$ cat config.mk
export PLATFORM = sky130hd
export DESIGN_NAME = polynomial_pose_trajectory_generator
export DESIGN_NICKNAME = d
export VERILOG_FILES = /design/src/rtl/core/ppt_pkg.sv /design/src/rtl/core/ppt_div.sv /design/src/rtl/core/ppt_mac.sv /design/src/rtl/core/polynomial_pose_trajectory_generator.sv
export VERILOG_INCLUDE_DIRS = /design/src /design/src/rtl/core
export SDC_FILE = /design/constraint.sdc
export NUM_CORES = 2
export LEC_CHECK = 0
export ABC_AREA = 1
export BUFFER_PORTS_ARGS = -buffer_cell sky130_fd_sc_hd__buf_2
export CAP_MARGIN = 20
export CORE_MARGIN = 4
export CORE_UTILIZATION = 65
export DETAILED_ROUTE_END_ITERATION = 7
export PLACE_DENSITY_LB_ADDON = 0.2
export SYNTH_ARGS = -nofsm -noshare
export SYNTH_HDL_FRONTEND = slang
export SYNTH_SLANG_ARGS = --single-unit
$ cat constraint.sdc
create_clock -name clk_i -period 10 [get_ports clk_i]
set_input_delay 2 -clock clk_i [delete_from_list [all_inputs] [get_ports clk_i]]
set_output_delay 2 -clock clk_i [all_outputs]
set_load 0.01 [all_outputs]
$ cat src/rtl/core/polynomial_pose_trajectory_generator_macros.svh
// Assertion helpers for the pose trajectory generator
`ifndef POLYNOMIAL_POSE_TRAJECTORY_GENERATOR_MACROS_SVH
`define POLYNOMIAL_POSE_TRAJECTORY_GENERATOR_MACROS_SVH

// Same-cycle implication, disabled while in reset
`define PPT_ASSERT_IMP(lbl, clk, rstn, ante, cons, msg) \
  lbl: assert property (@(posedge clk) disable iff (!rstn) (ante) |-> (cons)) \
    else $error(msg);

// Next-cycle implication, disabled while in reset
`define PPT_ASSERT_NXT(lbl, clk, rstn, ante, cons, msg) \
  lbl: assert property (@(posedge clk) disable iff (!rstn) (ante) |=> (cons)) \
    else $error(msg);

`endif

$ cat src/rtl/core/ppt_pkg.sv
package ppt_pkg;

  // Fraction bits of the normalised time and of the profile value
  localparam int FRAC_BITS = 24;
  // Profile value reaches exactly one, so it needs one integer bit
  localparam int PROF_W    = FRAC_BITS + 1;
  // Product of a fraction-wide operand and a profile-wide operand
  localparam int PROD_W    = FRAC_BITS + PROF_W;

  localparam int POS_WIDTH_DEF  = 32;
  localparam int TICK_WIDTH_DEF = 24;

  // Configuration port
  localparam int CFG_AW       = 3;
  localparam int DURATION_RST = 10000;

  // Divider status towards the sequencer
  typedef struct packed {
    logic busy;
    logic done;
  } div_stat_t;

  // Multiply-accumulate control from the sequencer
  typedef struct packed {
    logic issue;
    logic clear;
  } mac_ctrl_t;

endpackage

$ cat src/rtl/core/ppt_div.sv
module ppt_div import ppt_pkg::*; #(
  parameter int TICK_WIDTH = TICK_WIDTH_DEF
) (
  input  logic                  clk_i,
  input  logic                  rst_ni,
  input  logic                  start_i,
  input  logic [TICK_WIDTH-1:0] dividend_i,
  input  logic [TICK_WIDTH-1:0] divisor_i,
  output logic [FRAC_BITS-1:0]  quo_o,
  output div_stat_t             stat_o
);

  localparam int CNT_W = $clog2(FRAC_BITS);
  localparam logic [CNT_W-1:0] CNT_LAST = CNT_W'(FRAC_BITS - 1);

  logic                  busy_q;
  logic                  done_q;
  logic [CNT_W-1:0]      cnt_q;
  logic [TICK_WIDTH-1:0] rem_q;
  logic [TICK_WIDTH-1:0] den_q;
  logic [FRAC_BITS-1:0]  quo_q;
  logic [TICK_WIDTH:0]   rem2;
  logic [TICK_WIDTH:0]   diff;
  logic                  ge;

  // Restoring step: the remainder stays below the divisor, so doubling fits one extra bit
  assign rem2 = {rem_q, 1'b0};
  assign diff = rem2 - {1'b0, den_q};
  assign ge   = ~diff[TICK_WIDTH];

  // Step counter and handshake with the sequencer
  always_ff @(posedge clk_i or negedge rst_ni) begin
    if (!rst_ni) begin
      busy_q <= 1'b0;
      done_q <= 1'b0;
      cnt_q  <= '0;
    end else begin
      done_q <= 1'b0;
      if (start_i) begin
        busy_q <= 1'b1;
        cnt_q  <= '0;
      end else if (busy_q) begin
        cnt_q <= cnt_q + CNT_W'(1);
        if (cnt_q == CNT_LAST) begin
          busy_q <= 1'b0;
          done_q <= 1'b1;
        end
      end
    end
  end

  // One quotient bit per cycle
  always_ff @(posedge clk_i) begin
    if (start_i) begin
      rem_q <= dividend_i;
      den_q <= divisor_i;
    end else if (busy_q) begin
      rem_q <= ge ? diff[TICK_WIDTH-1:0] : rem2[TICK_WIDTH-1:0];
      quo_q <= {quo_q[FRAC_BITS-2:0], ge};
    end
  end

  assign quo_o       = quo_q;
  assign stat_o.busy = busy_q;
  assign stat_o.done = done_q;

endmodule

$ cat src/rtl/core/ppt_mac.sv
module ppt_mac import ppt_pkg::*; #(
  parameter int POS_WIDTH = POS_WIDTH_DEF
) (
  input  logic                 clk_i,
  input  logic                 rst_ni,
  input  mac_ctrl_t            ctrl_i,
  input  logic [FRAC_BITS-1:0] a_i,
  input  logic [PROF_W-1:0]    b_i,
  input  logic [((POS_WIDTH + FRAC_BITS - 1) / FRAC_BITS > 1 ?
                 $clog2((POS_WIDTH + FRAC_BITS - 1) / FRAC_BITS) : 1)-1:0] chunk_i,
  output logic [PROD_W-1:0]    prod_o,
  output logic [POS_WIDTH-1:0] acc_o
);

  localparam int NCHUNK = (POS_WIDTH + FRAC_BITS - 1) / FRAC_BITS;
  localparam int CW     = (NCHUNK > 1) ? $clog2(NCHUNK) : 1;
  localparam int SH_W   = PROD_W + FRAC_BITS * (NCHUNK - 1);

  logic [PROD_W-1:0]    prod_q;
  logic [CW-1:0]        chunk_q;
  logic                 pend_q;
  logic [POS_WIDTH-1:0] acc_q;
  logic [SH_W-1:0]      term;

  // Place the partial product at its chunk weight, then drop the fraction bits
  assign term = (SH_W'(prod_q) << (FRAC_BITS * chunk_q)) >> FRAC_BITS;

  always_ff @(posedge clk_i or negedge rst_ni) begin
    if (!rst_ni) begin
      pend_q <= 1'b0;
    end else begin
      pend_q <= ctrl_i.issue;
    end
  end

  // Register the product, then accumulate it in the next cycle
  always_ff @(posedge clk_i) begin
    prod_q  <= a_i * b_i;
    chunk_q <= chunk_i;
    if (ctrl_i.clear) begin
      acc_q <= '0;
    end else if (pend_q) begin
      acc_q <= acc_q + term[POS_WIDTH-1:0];
    end
  end

  assign prod_o = prod_q;
  assign acc_o  = acc_q;

endmodule

$ cat src/rtl/core/polynomial_pose_trajectory_generator.sv
// Point-to-point pose trajectory generator. Each input beat is one control tick; while the
// tick count n is below duration_ticks T it returns start + (goal - start) * p(n/T) for x, y
// and heading (Q16.16, rounded toward zero, saturated), with p(s) = s^2 or 3s^2 - 2s^3, and
// then advances n; once n has reached T it returns the last pose with finished set. A beat
// with restart set clears n first. Configuration writes take effect on the next tick; they must
// be made only while the block is idle, which the block itself does not enforce. Every tick gives
// exactly one result beat. A moving tick goes first to the one-bit-per-cycle divider that forms
// n/T, then to a single registered 24 x 25 multiplier shared by s^2, s^3 and the partial
// products of each axis. A finished tick skips both and goes straight to the done state.
// The input is not ready while a tick is in work; a new tick is taken while the previous
// result still waits on the output.
`include "polynomial_pose_trajectory_generator_macros.svh"

module polynomial_pose_trajectory_generator import ppt_pkg::*; #(
  parameter int POS_WIDTH  = POS_WIDTH_DEF,
  parameter int TICK_WIDTH = TICK_WIDTH_DEF
) (
  input  logic                  clk_i,
  input  logic                  rst_ni,
  input  logic                  cfg_we_i,
  input  logic [CFG_AW-1:0]     cfg_addr_i,
  input  logic [((POS_WIDTH > TICK_WIDTH) ? POS_WIDTH : TICK_WIDTH)-1:0] cfg_wdata_i,
  input  logic                  in_valid_i,
  output logic                  in_ready_o,
  input  logic                  restart_i,
  output logic                  out_valid_o,
  input  logic                  out_ready_i,
  output logic [POS_WIDTH-1:0]  pos_x_o,
  output logic [POS_WIDTH-1:0]  pos_y_o,
  output logic [POS_WIDTH-1:0]  heading_o,
  output logic                  finished_o
);

  localparam int NCHUNK = (POS_WIDTH + FRAC_BITS - 1) / FRAC_BITS;
  localparam int CW     = (NCHUNK > 1) ? $clog2(NCHUNK) : 1;
  localparam int MP_W   = NCHUNK * FRAC_BITS;
  localparam logic [CW-1:0] C_LAST = CW'(NCHUNK - 1);

  // Register indexes
  localparam logic [CFG_AW-1:0] REG_START_X  = 3'd0;
  localparam logic [CFG_AW-1:0] REG_START_Y  = 3'd1;
  localparam logic [CFG_AW-1:0] REG_START_H  = 3'd2;
  localparam logic [CFG_AW-1:0] REG_GOAL_X   = 3'd3;
  localparam logic [CFG_AW-1:0] REG_GOAL_Y   = 3'd4;
  localparam logic [CFG_AW-1:0] REG_GOAL_H   = 3'd5;
  localparam logic [CFG_AW-1:0] REG_MODE     = 3'd6;
  localparam logic [CFG_AW-1:0] REG_DURATION = 3'd7;

  // Sequencer states
  localparam logic [3:0] ST_IDLE  = 4'd0;
  localparam logic [3:0] ST_DIV   = 4'd1;
  localparam logic [3:0] ST_SQ    = 4'd2;
  localparam logic [3:0] ST_S3    = 4'd3;
  localparam logic [3:0] ST_PROF  = 4'd4;
  localparam logic [3:0] ST_PREP  = 4'd5;
  localparam logic [3:0] ST_MUL   = 4'd6;
  localparam logic [3:0] ST_DRAIN = 4'd7;
  localparam logic [3:0] ST_FIN   = 4'd8;
  localparam logic [3:0] ST_DONE  = 4'd9;

  // Axis codes
  localparam logic [1:0] AX_X = 2'd0;
  localparam logic [1:0] AX_Y = 2'd1;
  localparam logic [1:0] AX_H = 2'd2;

  localparam logic [POS_WIDTH-1:0] SAT_MAX = {1'b0, {(POS_WIDTH-1){1'b1}}};
  localparam logic [POS_WIDTH-1:0] SAT_MIN = {1'b1, {(POS_WIDTH-1){1'b0}}};

  // Configuration registers
  logic [POS_WIDTH-1:0]  start_x_q, start_y_q, start_h_q;
  logic [POS_WIDTH-1:0]  goal_x_q, goal_y_q, goal_h_q;
  logic                  mode_q;
  logic [TICK_WIDTH-1:0] dur_q;

  // Sequencer and state
  logic [3:0]            state_q, state_d;
  logic [1:0]            ax_q;
  logic [CW-1:0]         c_q;
  logic                  fin_q;
  logic [TICK_WIDTH-1:0] tick_q;
  logic [POS_WIDTH-1:0]  held_x_q, held_y_q, held_h_q;
  logic                  out_valid_q;

  // Datapath registers
  logic [FRAC_BITS-1:0]  s2_q;
  logic [PROF_W-1:0]     p_q;
  logic [POS_WIDTH-1:0]  m_q;
  logic                  neg_q;
  logic [POS_WIDTH-1:0]  out_x_q, out_y_q, out_h_q;
  logic                  out_fin_q;

  logic                  in_acc;
  logic                  out_free;
  logic [TICK_WIDTH-1:0] n_eff;
  logic                  active;
  logic                  div_start;
  logic [FRAC_BITS-1:0]  quo;
  div_stat_t             div_stat;
  mac_ctrl_t             mac_ctrl;
  logic [FRAC_BITS-1:0]  mul_a;
  logic [PROF_W-1:0]     mul_b;
  logic [PROD_W-1:0]     prod;
  logic [POS_WIDTH-1:0]  acc;
  logic [FRAC_BITS-1:0]  s3;
  logic [PROF_W:0]       p_full;
  logic [POS_WIDTH-1:0]  st_sel, gl_sel;
  logic [POS_WIDTH:0]    d_pos, d_neg;
  logic                  neg_d;
  logic [POS_WIDTH-1:0]  m_d;
  logic [MP_W-1:0]       m_pad;
  logic [FRAC_BITS-1:0]  chunk;
  logic [POS_WIDTH+1:0]  sum;
  logic                  ovf;
  logic [POS_WIDTH-1:0]  res;

  // Handshake
  assign in_ready_o = (state_q == ST_IDLE);
  assign in_acc     = in_valid_i & in_ready_o;
  assign out_free   = ~out_valid_q | out_ready_i;
  assign n_eff      = restart_i ? '0 : tick_q;
  assign active     = (n_eff < dur_q);
  assign div_start  = in_acc & active;

  // Configuration writes
  always_ff @(posedge clk_i or negedge rst_ni) begin
    if (!rst_ni) begin
      start_x_q <= '0;
      start_y_q <= '0;
      start_h_q <= '0;
      goal_x_q  <= '0;
      goal_y_q  <= '0;
      goal_h_q  <= '0;
      mode_q    <= 1'b1;
      dur_q     <= TICK_WIDTH'(DURATION_RST);
    end else if (cfg_we_i) begin
      unique case (cfg_addr_i)
        REG_START_X:  start_x_q <= cfg_wdata_i[POS_WIDTH-1:0];
        REG_START_Y:  start_y_q <= cfg_wdata_i[POS_WIDTH-1:0];
        REG_START_H:  start_h_q <= cfg_wdata_i[POS_WIDTH-1:0];
        REG_GOAL_X:   goal_x_q  <= cfg_wdata_i[POS_WIDTH-1:0];
        REG_GOAL_Y:   goal_y_q  <= cfg_wdata_i[POS_WIDTH-1:0];
        REG_GOAL_H:   goal_h_q  <= cfg_wdata_i[POS_WIDTH-1:0];
        REG_MODE:     mode_q    <= cfg_wdata_i[0];
        REG_DURATION: dur_q     <= cfg_wdata_i[TICK_WIDTH-1:0];
        default: ;
      endcase
    end
  end

  // Normalised time n/T
  ppt_div #(
    .TICK_WIDTH (TICK_WIDTH)
  ) u_div (
    .clk_i      (clk_i),
    .rst_ni     (rst_ni),
    .start_i    (div_start),
    .dividend_i (n_eff),
    .divisor_i  (dur_q),
    .quo_o      (quo),
    .stat_o     (div_stat)
  );

  // Operand selection for the shared multiplier
  always_comb begin
    mul_a = chunk;
    mul_b = p_q;
    case (state_q)
      ST_SQ: begin
        mul_a = quo;
        mul_b = {1'b0, quo};
      end
      ST_S3: begin
        mul_a = prod[2*FRAC_BITS-1:FRAC_BITS];
        mul_b = {1'b0, quo};
      end
      default: ;
    endcase
  end

  assign mac_ctrl.issue = (state_q == ST_MUL);
  assign mac_ctrl.clear = (state_q == ST_PREP);

  ppt_mac #(
    .POS_WIDTH (POS_WIDTH)
  ) u_mac (
    .clk_i   (clk_i),
    .rst_ni  (rst_ni),
    .ctrl_i  (mac_ctrl),
    .a_i     (mul_a),
    .b_i     (mul_b),
    .chunk_i (c_q),
    .prod_o  (prod),
    .acc_o   (acc)
  );

  // Profile value from s^2 and s^3
  assign s3     = prod[2*FRAC_BITS-1:FRAC_BITS];
  assign p_full = mode_q ? ({1'b0, s2_q, 1'b0} + {2'b00, s2_q}) - {1'b0, s3, 1'b0}
                         : {2'b00, s2_q};

  // Start and goal of the axis in work
  always_comb begin
    st_sel = start_x_q;
    gl_sel = goal_x_q;
    unique case (ax_q)
      AX_X: begin
        st_sel = start_x_q;
        gl_sel = goal_x_q;
      end
      AX_Y: begin
        st_sel = start_y_q;
        gl_sel = goal_y_q;
      end
      AX_H: begin
        st_sel = start_h_q;
        gl_sel = goal_h_q;
      end
      default: ;
    endcase
  end

  // Magnitude and sign of goal - start
  assign d_pos = {gl_sel[POS_WIDTH-1], gl_sel} - {st_sel[POS_WIDTH-1], st_sel};
  assign d_neg = {st_sel[POS_WIDTH-1], st_sel} - {gl_sel[POS_WIDTH-1], gl_sel};
  assign neg_d = d_pos[POS_WIDTH];
  assign m_d   = neg_d ? d_neg[POS_WIDTH-1:0] : d_pos[POS_WIDTH-1:0];

  assign m_pad = MP_W'(m_q);
  assign chunk = m_pad[c_q*FRAC_BITS +: FRAC_BITS];

  // Apply the signed step and saturate
  assign sum = neg_q ? ({{2{st_sel[POS_WIDTH-1]}}, st_sel} - {2'b00, acc})
                     : ({{2{st_sel[POS_WIDTH-1]}}, st_sel} + {2'b00, acc});
  assign ovf = (sum[POS_WIDTH+1:POS_WIDTH-1] != 3'b000) &&
               (sum[POS_WIDTH+1:POS_WIDTH-1] != 3'b111);
  assign res = ovf ? (sum[POS_WIDTH+1] ? SAT_MIN : SAT_MAX) : sum[POS_WIDTH-1:0];

  // Sequencer
  always_comb begin
    state_d = state_q;
    unique case (state_q)
      ST_IDLE:  if (in_acc) state_d = active ? ST_DIV : ST_DONE;
      ST_DIV:   if (div_stat.done) state_d = ST_SQ;
      ST_SQ:    state_d = ST_S3;
      ST_S3:    state_d = ST_PROF;
      ST_PROF:  state_d = ST_PREP;
      ST_PREP:  state_d = ST_MUL;
      ST_MUL:   if (c_q == C_LAST) state_d = ST_DRAIN;
      ST_DRAIN: state_d = ST_FIN;
      ST_FIN:   state_d = (ax_q == AX_H) ? ST_DONE : ST_PREP;
      ST_DONE:  if (out_free) state_d = ST_IDLE;
      default:  state_d = ST_IDLE;
    endcase
  end

  // Control state, held pose and tick count
  always_ff @(posedge clk_i or negedge rst_ni) begin
    if (!rst_ni) begin
      state_q     <= ST_IDLE;
      ax_q        <= AX_X;
      c_q         <= '0;
      fin_q       <= 1'b0;
      tick_q      <= '0;
      held_x_q    <= '0;
      held_y_q    <= '0;
      held_h_q    <= '0;
      out_valid_q <= 1'b0;
    end else begin
      state_q <= state_d;
      if (in_acc) begin
        fin_q <= ~active;
        if (restart_i) begin
          tick_q <= '0;
        end
      end
      if (state_q == ST_PROF) begin
        ax_q <= AX_X;
      end
      if (state_q == ST_PREP) begin
        c_q <= '0;
      end
      if (state_q == ST_MUL) begin
        c_q <= c_q + CW'(1);
      end
      if (state_q == ST_FIN) begin
        unique case (ax_q)
          AX_X:    held_x_q <= res;
          AX_Y:    held_y_q <= res;
          AX_H:    held_h_q <= res;
          default: ;
        endcase
        ax_q <= ax_q + 2'd1;
      end
      // Advance the tick of a moving beat and hand the result to the output
      if (state_q == ST_DONE && out_free) begin
        if (!fin_q) begin
          tick_q <= tick_q + TICK_WIDTH'(1);
        end
        out_valid_q <= 1'b1;
      end else if (out_ready_i) begin
        out_valid_q <= 1'b0;
      end
    end
  end

  // Datapath registers
  always_ff @(posedge clk_i) begin
    if (state_q == ST_S3) begin
      s2_q <= prod[2*FRAC_BITS-1:FRAC_BITS];
    end
    if (state_q == ST_PROF) begin
      p_q <= p_full[PROF_W-1:0];
    end
    if (state_q == ST_PREP) begin
      m_q   <= m_d;
      neg_q <= neg_d;
    end
    if (state_q == ST_DONE && out_free) begin
      out_x_q   <= held_x_q;
      out_y_q   <= held_y_q;
      out_h_q   <= held_h_q;
      out_fin_q <= fin_q;
    end
  end

  assign out_valid_o = out_valid_q;
  assign pos_x_o     = out_x_q;
  assign pos_y_o     = out_y_q;
  assign heading_o   = out_h_q;
  assign finished_o  = out_fin_q;

  `PPT_ASSERT_IMP(a_div_in_phase, clk_i, rst_ni, div_stat.busy, state_q == ST_DIV, "divider busy outside divide phase")
  `PPT_ASSERT_NXT(a_div_done_seq, clk_i, rst_ni, div_stat.done, state_q == ST_SQ, "divider finished while sequencer elsewhere")
  `PPT_ASSERT_NXT(a_tick_advance, clk_i, rst_ni, state_q == ST_DONE && out_free && !fin_q, tick_q == $past(tick_q) + TICK_WIDTH'(1), "tick count did not advance")
  `PPT_ASSERT_IMP(a_out_from_done, clk_i, rst_ni, $rose(out_valid_o), $past(state_q) == ST_DONE, "result beat raised outside done state")

endmodule

Word level (Yosys, flattened, before mapping) --
Cells that the tools add are included.
Word-level totals: register bits after elaboration 687, latch bits 0, RAM bits 0, bits in read-only memories 0, output and inout port bits 99, word-level logic and storage cells 146, memories 0
Operators by class: $add $sub $neg 12, $mul 3, div/mod/pow operators 0, magnitude comparators 1, equal/unequal tests 24, shift operators 2, mux-type cells 37, bitwise logic cells 7, reductions and logical operators 24
Operator list (number):
- $mux W24 | 8
- $pmux W32 S2 | 2
- $mux W32 | 3
- $shl A49 B6 Y56 | 1
- $mul A24 B25 Y49 | 1
- $pmux W24 S2 | 1
- $shiftx A48 B7 Y24 | 1
- $pmux W4 S10 | 1
- $add A32 B33 Y34 | 1
- $mux W34 | 1
- $sub A32 B33 Y34 | 1
- $sub A32 B32 Y33 | 1
- $add A32 B32 Y32 | 1
- $sub A32 B32 Y32 | 1
- $add A25 B24 Y25 | 1
- $mux W25 | 1
- $sub A25 B24 Y25 | 1
- $sub A25 B25 Y25 | 1
- $add A24 B1 Y24 const B | 1
- $lt A24 B24 Y1 | 1
- $mux W4 | 6
- $reduce_and A2 Y1 | 12
- $eq A4 B3 Y1 const B | 4
- $eq A3 B3 Y1 const B | 4
- other kinds (30) | 54

Depth between registers and ports, before layout --
depth after elaboration 7, mapped depth 38, mapped depth without buffers 35

Modules after synthesis --
A second synthesis with hierarchy kept.
Second synthesis, totals: cell total of the unflattened synthesis 8289, area total of the unflattened synthesis 61898.1 um2
Modules (own cells, without submodules):
- polynomial_pose_trajectory_generator | instances 1, cells an instance 3935, area each 30949.7 um2, sequential area each 14041.0 um2
- ppt_mac | instances 1, cells an instance 3671, area each 25836.0 um2, sequential area each 1666.6 um2
- ppt_div | instances 1, cells an instance 683, area each 5112.4 um2, sequential area each 2337.2 um2

Worst setup path after synthesis --
No wires, ideal clock.
path kind register to register, start point reg state_q[0], end point reg u_mac.prod_q[39] (netlist: u_mac.prod_o[39]), arrival 7216 ps, data required time 9888 ps, setup slack 2672 ps, cell stages (with the launch flop) 37, clock period less this slack 7328 ps, path through dfrtp_1 buf_4 nand2_1 nor2_4 inv_2 buf_2 o211ai_1 nand2_1 inv_1 buf_2 nand2_1 fa_1 inv_1 fa_1 inv_1 fa_1 inv_1 fa_1 inv_1 fa_1 inv_1 fa_1 inv_1 fa_1 inv_1 ha_1 nand2_1 nor2_1 inv_1 nor2_1 inv_1 nor2_1 a21oi_1 o21ai_0 nand2_1 nand3_1 nand2_1
Between the ends: word-level cells in the longest chain between the ends 4, elaborated cells on any way between the ends 6, classes of those cells 1 x mul; 2 x eq/ne; 2 x mux; 1 x reduce/logical
RTL lines:
- from (decl) | line polynomial_pose_trajectory_generator.sv:76 | logic [3:0] state_q, state_d;
- from (signal assigned) | line polynomial_pose_trajectory_generator.sv:269 | state_q <= state_d;
- $eq A4 B2 Y1 | line polynomial_pose_trajectory_generator.sv:167 | case (state_q)
- $reduce_or A2 Y1 (no line)
- $mux W25 | line polynomial_pose_trajectory_generator.sv:167
- $mul A24 B25 Y49 * | line ppt_mac.sv:38 | prod_q <= a_i * b_i;
- to (signal assigned) | line ppt_mac.sv:38
- to (decl) | line ppt_mac.sv:19 | logic [PROD_W-1:0] prod_q;
Mark *: on every way between the ends. The rest lies on a longest branch, timed or not. A chain may end at the register's enable or synchronous reset.

Worst setup path after layout --
start point reg state_q[3], end point reg u_mac.prod_q[35] (netlist: u_mac.prod_o[35])
Same word-level chain as after synthesis.

==> flow_summary.yaml <==
clock_network:
  cts.sinks: 687
  cts_buffers: 76
  max-clock-path-buffers: 3
  clk_pin_slew_ns: 0.06
  cts_max_level: 3
  cts-root-buf: "clkbuf_16"
  post-cts-setup-buffer-count: 0
  cts_tree: "built"
  cts_resized: 0
  postCtsHoldBufs: 0
  clk_latency_ns: 0.66
critical_path:
  cp.arrival_ns: 9.75
  setup.worst_path.end_class: "flop"
  cp_max_fo: 40
  reg2reg_from: "state_q[3]$_DFFE_PN0P_"
  slowest_stage: "inv_1"
  criticalPathCategory: "reg2reg"
  critical_path.max_stage_delay_ns: 0.70
  ff2ff_path_depth: 29
  rrSetupSlack_ns: 0.83
  required_ns: 10.58
  critPathLaunchType: "flop"
  r2r_end: "u_mac.prod_o[35]$_DFF_P_"
yosys:
  async_flop_share_pct: 51.53
  syn_avg_cell_area_um2: 7.947
  syn-cell-area_um2: 59890
  synth_edf_count: 251
  synthCells: 7537
  seq_area_frac_synth_pct: 30.13
  ys_ff_latch: 687
  yosysWarningCount: 0
  synth_nets: 8487
  synth.distinct_cells: 67
  synth-main-ff-cell: "dfrtp_1"
sta:
  relSlewSlack_pct: 20.09
  hold-worst-slack_ns: 0.4417
  hold_viol_final: 0
  period_share_pct: 91.75
  worst_pin_slew_ns: 1.186
  tns_ns: 0
  max_freq_ghz: 0.1090
  maxSlewViolCount: 0
  setup_viol: 0
  grt_setup_unrepaired: "no"
  min_period_ns: 9.175
  finClkSkew_ns: 0.03421
global_routing:
  grt_pass1_wl_um: 302200
  grt-ovfl-total: 0
  grt_pass1_vias: 51690
  grt_use_total_pct: 40.47
  grt_max_degree: 188
  antenna_found_initial: 2
final_layout:
  nets: 8534
  final_cell_mix: "1925 x nand2_1, 1301 x inv_1, 672 x nor2_1, 539 x o21ai_0, 533 x fa_1"
  fillers: 7436
  drive_gt1_share_pct: 6.932
  fin_area_um2: 64190
  area_growth_syn_to_layout_pct: 7.172
  final_common_cell: "nand2_1"
  instances_no_fill: 8833
route:
  wl_met2_um: 87060
  ant_nets: 0
  drt-met1-wl_um: 75320
  drc: 0
  routedWlPerCell_um: 22.14
  drt_iter0_markers: 5739
  wl_um: 195500
  firstDrtPassIters: 7
  top_layer: "met5"
  avgViaCountPerCell: 5.866
  met3_length_um: 18880
  vias: 51810
job:
  drv_cap: 0
floorplan:
  die_w_um: 311.6
  start_util_pct: 65.44
  core_um2: 91520
  die_h_um: 311.6
  dieArea_um2: 97060
  rows: 111
  io_pins: 140
hold_path:
  hold_depth: 0
  min_to: "pos_y_o[22]$_DFFE_PP_"
  min-delay-start: "held_y_q[22]$_DFFE_PN0P_"
  hold_class: "reg2reg"
placement:
  place_area_um2: 61600
  dp_hpwl_um: 153100
  port_buffers: 139
  gp_congestion: 1.044
  dp.cells: 8690
status:
  status: "finished, final reports clean"
## metal layers
layer  global-route usage, %  vias to the layer above
li1                        -                    23550
met1                   52.89                    24870
met2                   63.17                     2741
met3                   8.499                      656
met4                   23.14                        2
met5                       0                        -
## flip-flops by register name, indices dropped and copies added, names as in the netlist, 25 cells and up
register      count
u_mac.prod_o     49
goal_h_q         32
goal_x_q         32
goal_y_q         32
heading_o        32
held_h_q         32
held_x_q         32
held_y_q         32
m_q              32
pos_x_o          32
pos_y_o          32
start_h_q        32
start_x_q        32
start_y_q        32
u_mac.acc_o      32
p_q              25
## cell type report
type	instances	area (um^2)	area share (%)
timing repair buffer	234	1479	2.304
antenna	1	2.502	0.003898
multi-input combinational	5253	35640	55.52
sequential	687	18040	28.11
inverter	1332	5000	7.789
clock inverter	35	414.1	0.6452
tap	1186	1484	2.312
clock buffer	105	2130	3.318
## per-stage QoR
step,worst slack [ns],util (%)
global route,0.3686,70.13
finish,0.8255,70.13
floorplan,2.672,-
CTS,1.081,70.08
detailed placement,1.111,67.31
global placement,1.311,67.27
## worst max path at each step
stage                      startpoint                       end  slack [ns]  depth (start not counted)
2_1_floorplan  state_q[0]$_DFFE_PN0P_  u_mac.prod_o[39]$_DFF_P_        2.67                         36
3_3_place_gp   state_q[3]$_DFFE_PN0P_  u_mac.prod_o[39]$_DFF_P_        1.31                         33
3_5_place_dp   state_q[3]$_DFFE_PN0P_  u_mac.prod_o[39]$_DFF_P_        1.11                         30
4_1_cts        state_q[3]$_DFFE_PN0P_  u_mac.prod_o[39]$_DFF_P_        1.08                         30
5_1_grt        state_q[3]$_DFFE_PN0P_  u_mac.prod_o[39]$_DFF_P_        0.37                         33
6_report       state_q[3]$_DFFE_PN0P_  u_mac.prod_o[35]$_DFF_P_        0.83                         29
## cell usage after synthesis (all sizes together), types with 28 or more instances
| cell type | instances | share of area, % |
|---|---|---|
| or2 | 28 | 0.29 |
| nand2 | 1999 | 13 |
| clkbuf | 141 | 0.91 |
| fa | 533 | 18 |
| xor2 | 149 | 2.2 |
| xnor2 | 44 | 0.64 |
| ha | 376 | 7.9 |
| nor3 | 40 | 0.38 |
| nand4 | 28 | 0.29 |
| a31oi | 38 | 0.41 |
| dfrtp | 348 | 15 |
| nand3 | 254 | 2.1 |
| o21bai | 29 | 0.36 |
| a21oi | 306 | 2.6 |
| o21ai | 575 | 4.9 |
| buf | 124 | 1.2 |
| edfxtp | 251 | 13 |
| dfxtp | 82 | 2.7 |
| inv | 1326 | 8.3 |
| nor2 | 687 | 4.4 |
## critical path: cells and delay by family (launching register included)
family / cells / cell delay, ns
compound gates: 3 / 0.73
xor+xnor: 1 / 0.15
buf+inv: 10 / 2.00
simple gates: 7 / 1.81
fa+ha+maj: 8 / 3.97
flops: 1 / 0.41
## cells by family (layout without fill, tap and decap cells)
family,count (synthesis),in the layout,synth area share (%)
other,0,1,0
DFF,687,687,30.13
buffers and inverters,1597,1706,10.50
adders and majority gates,909,909,25.67
muxes,3,3,0.05014
and+or+nand+nor,3076,3076,21.00
AOI/OAI and AO/OA,1072,1072,9.829
xor gates and xnor gates,193,193,2.822
Power is not shown: default switching activity piles up to over one toggle a cycle in this logic, so the estimate is an artifact.
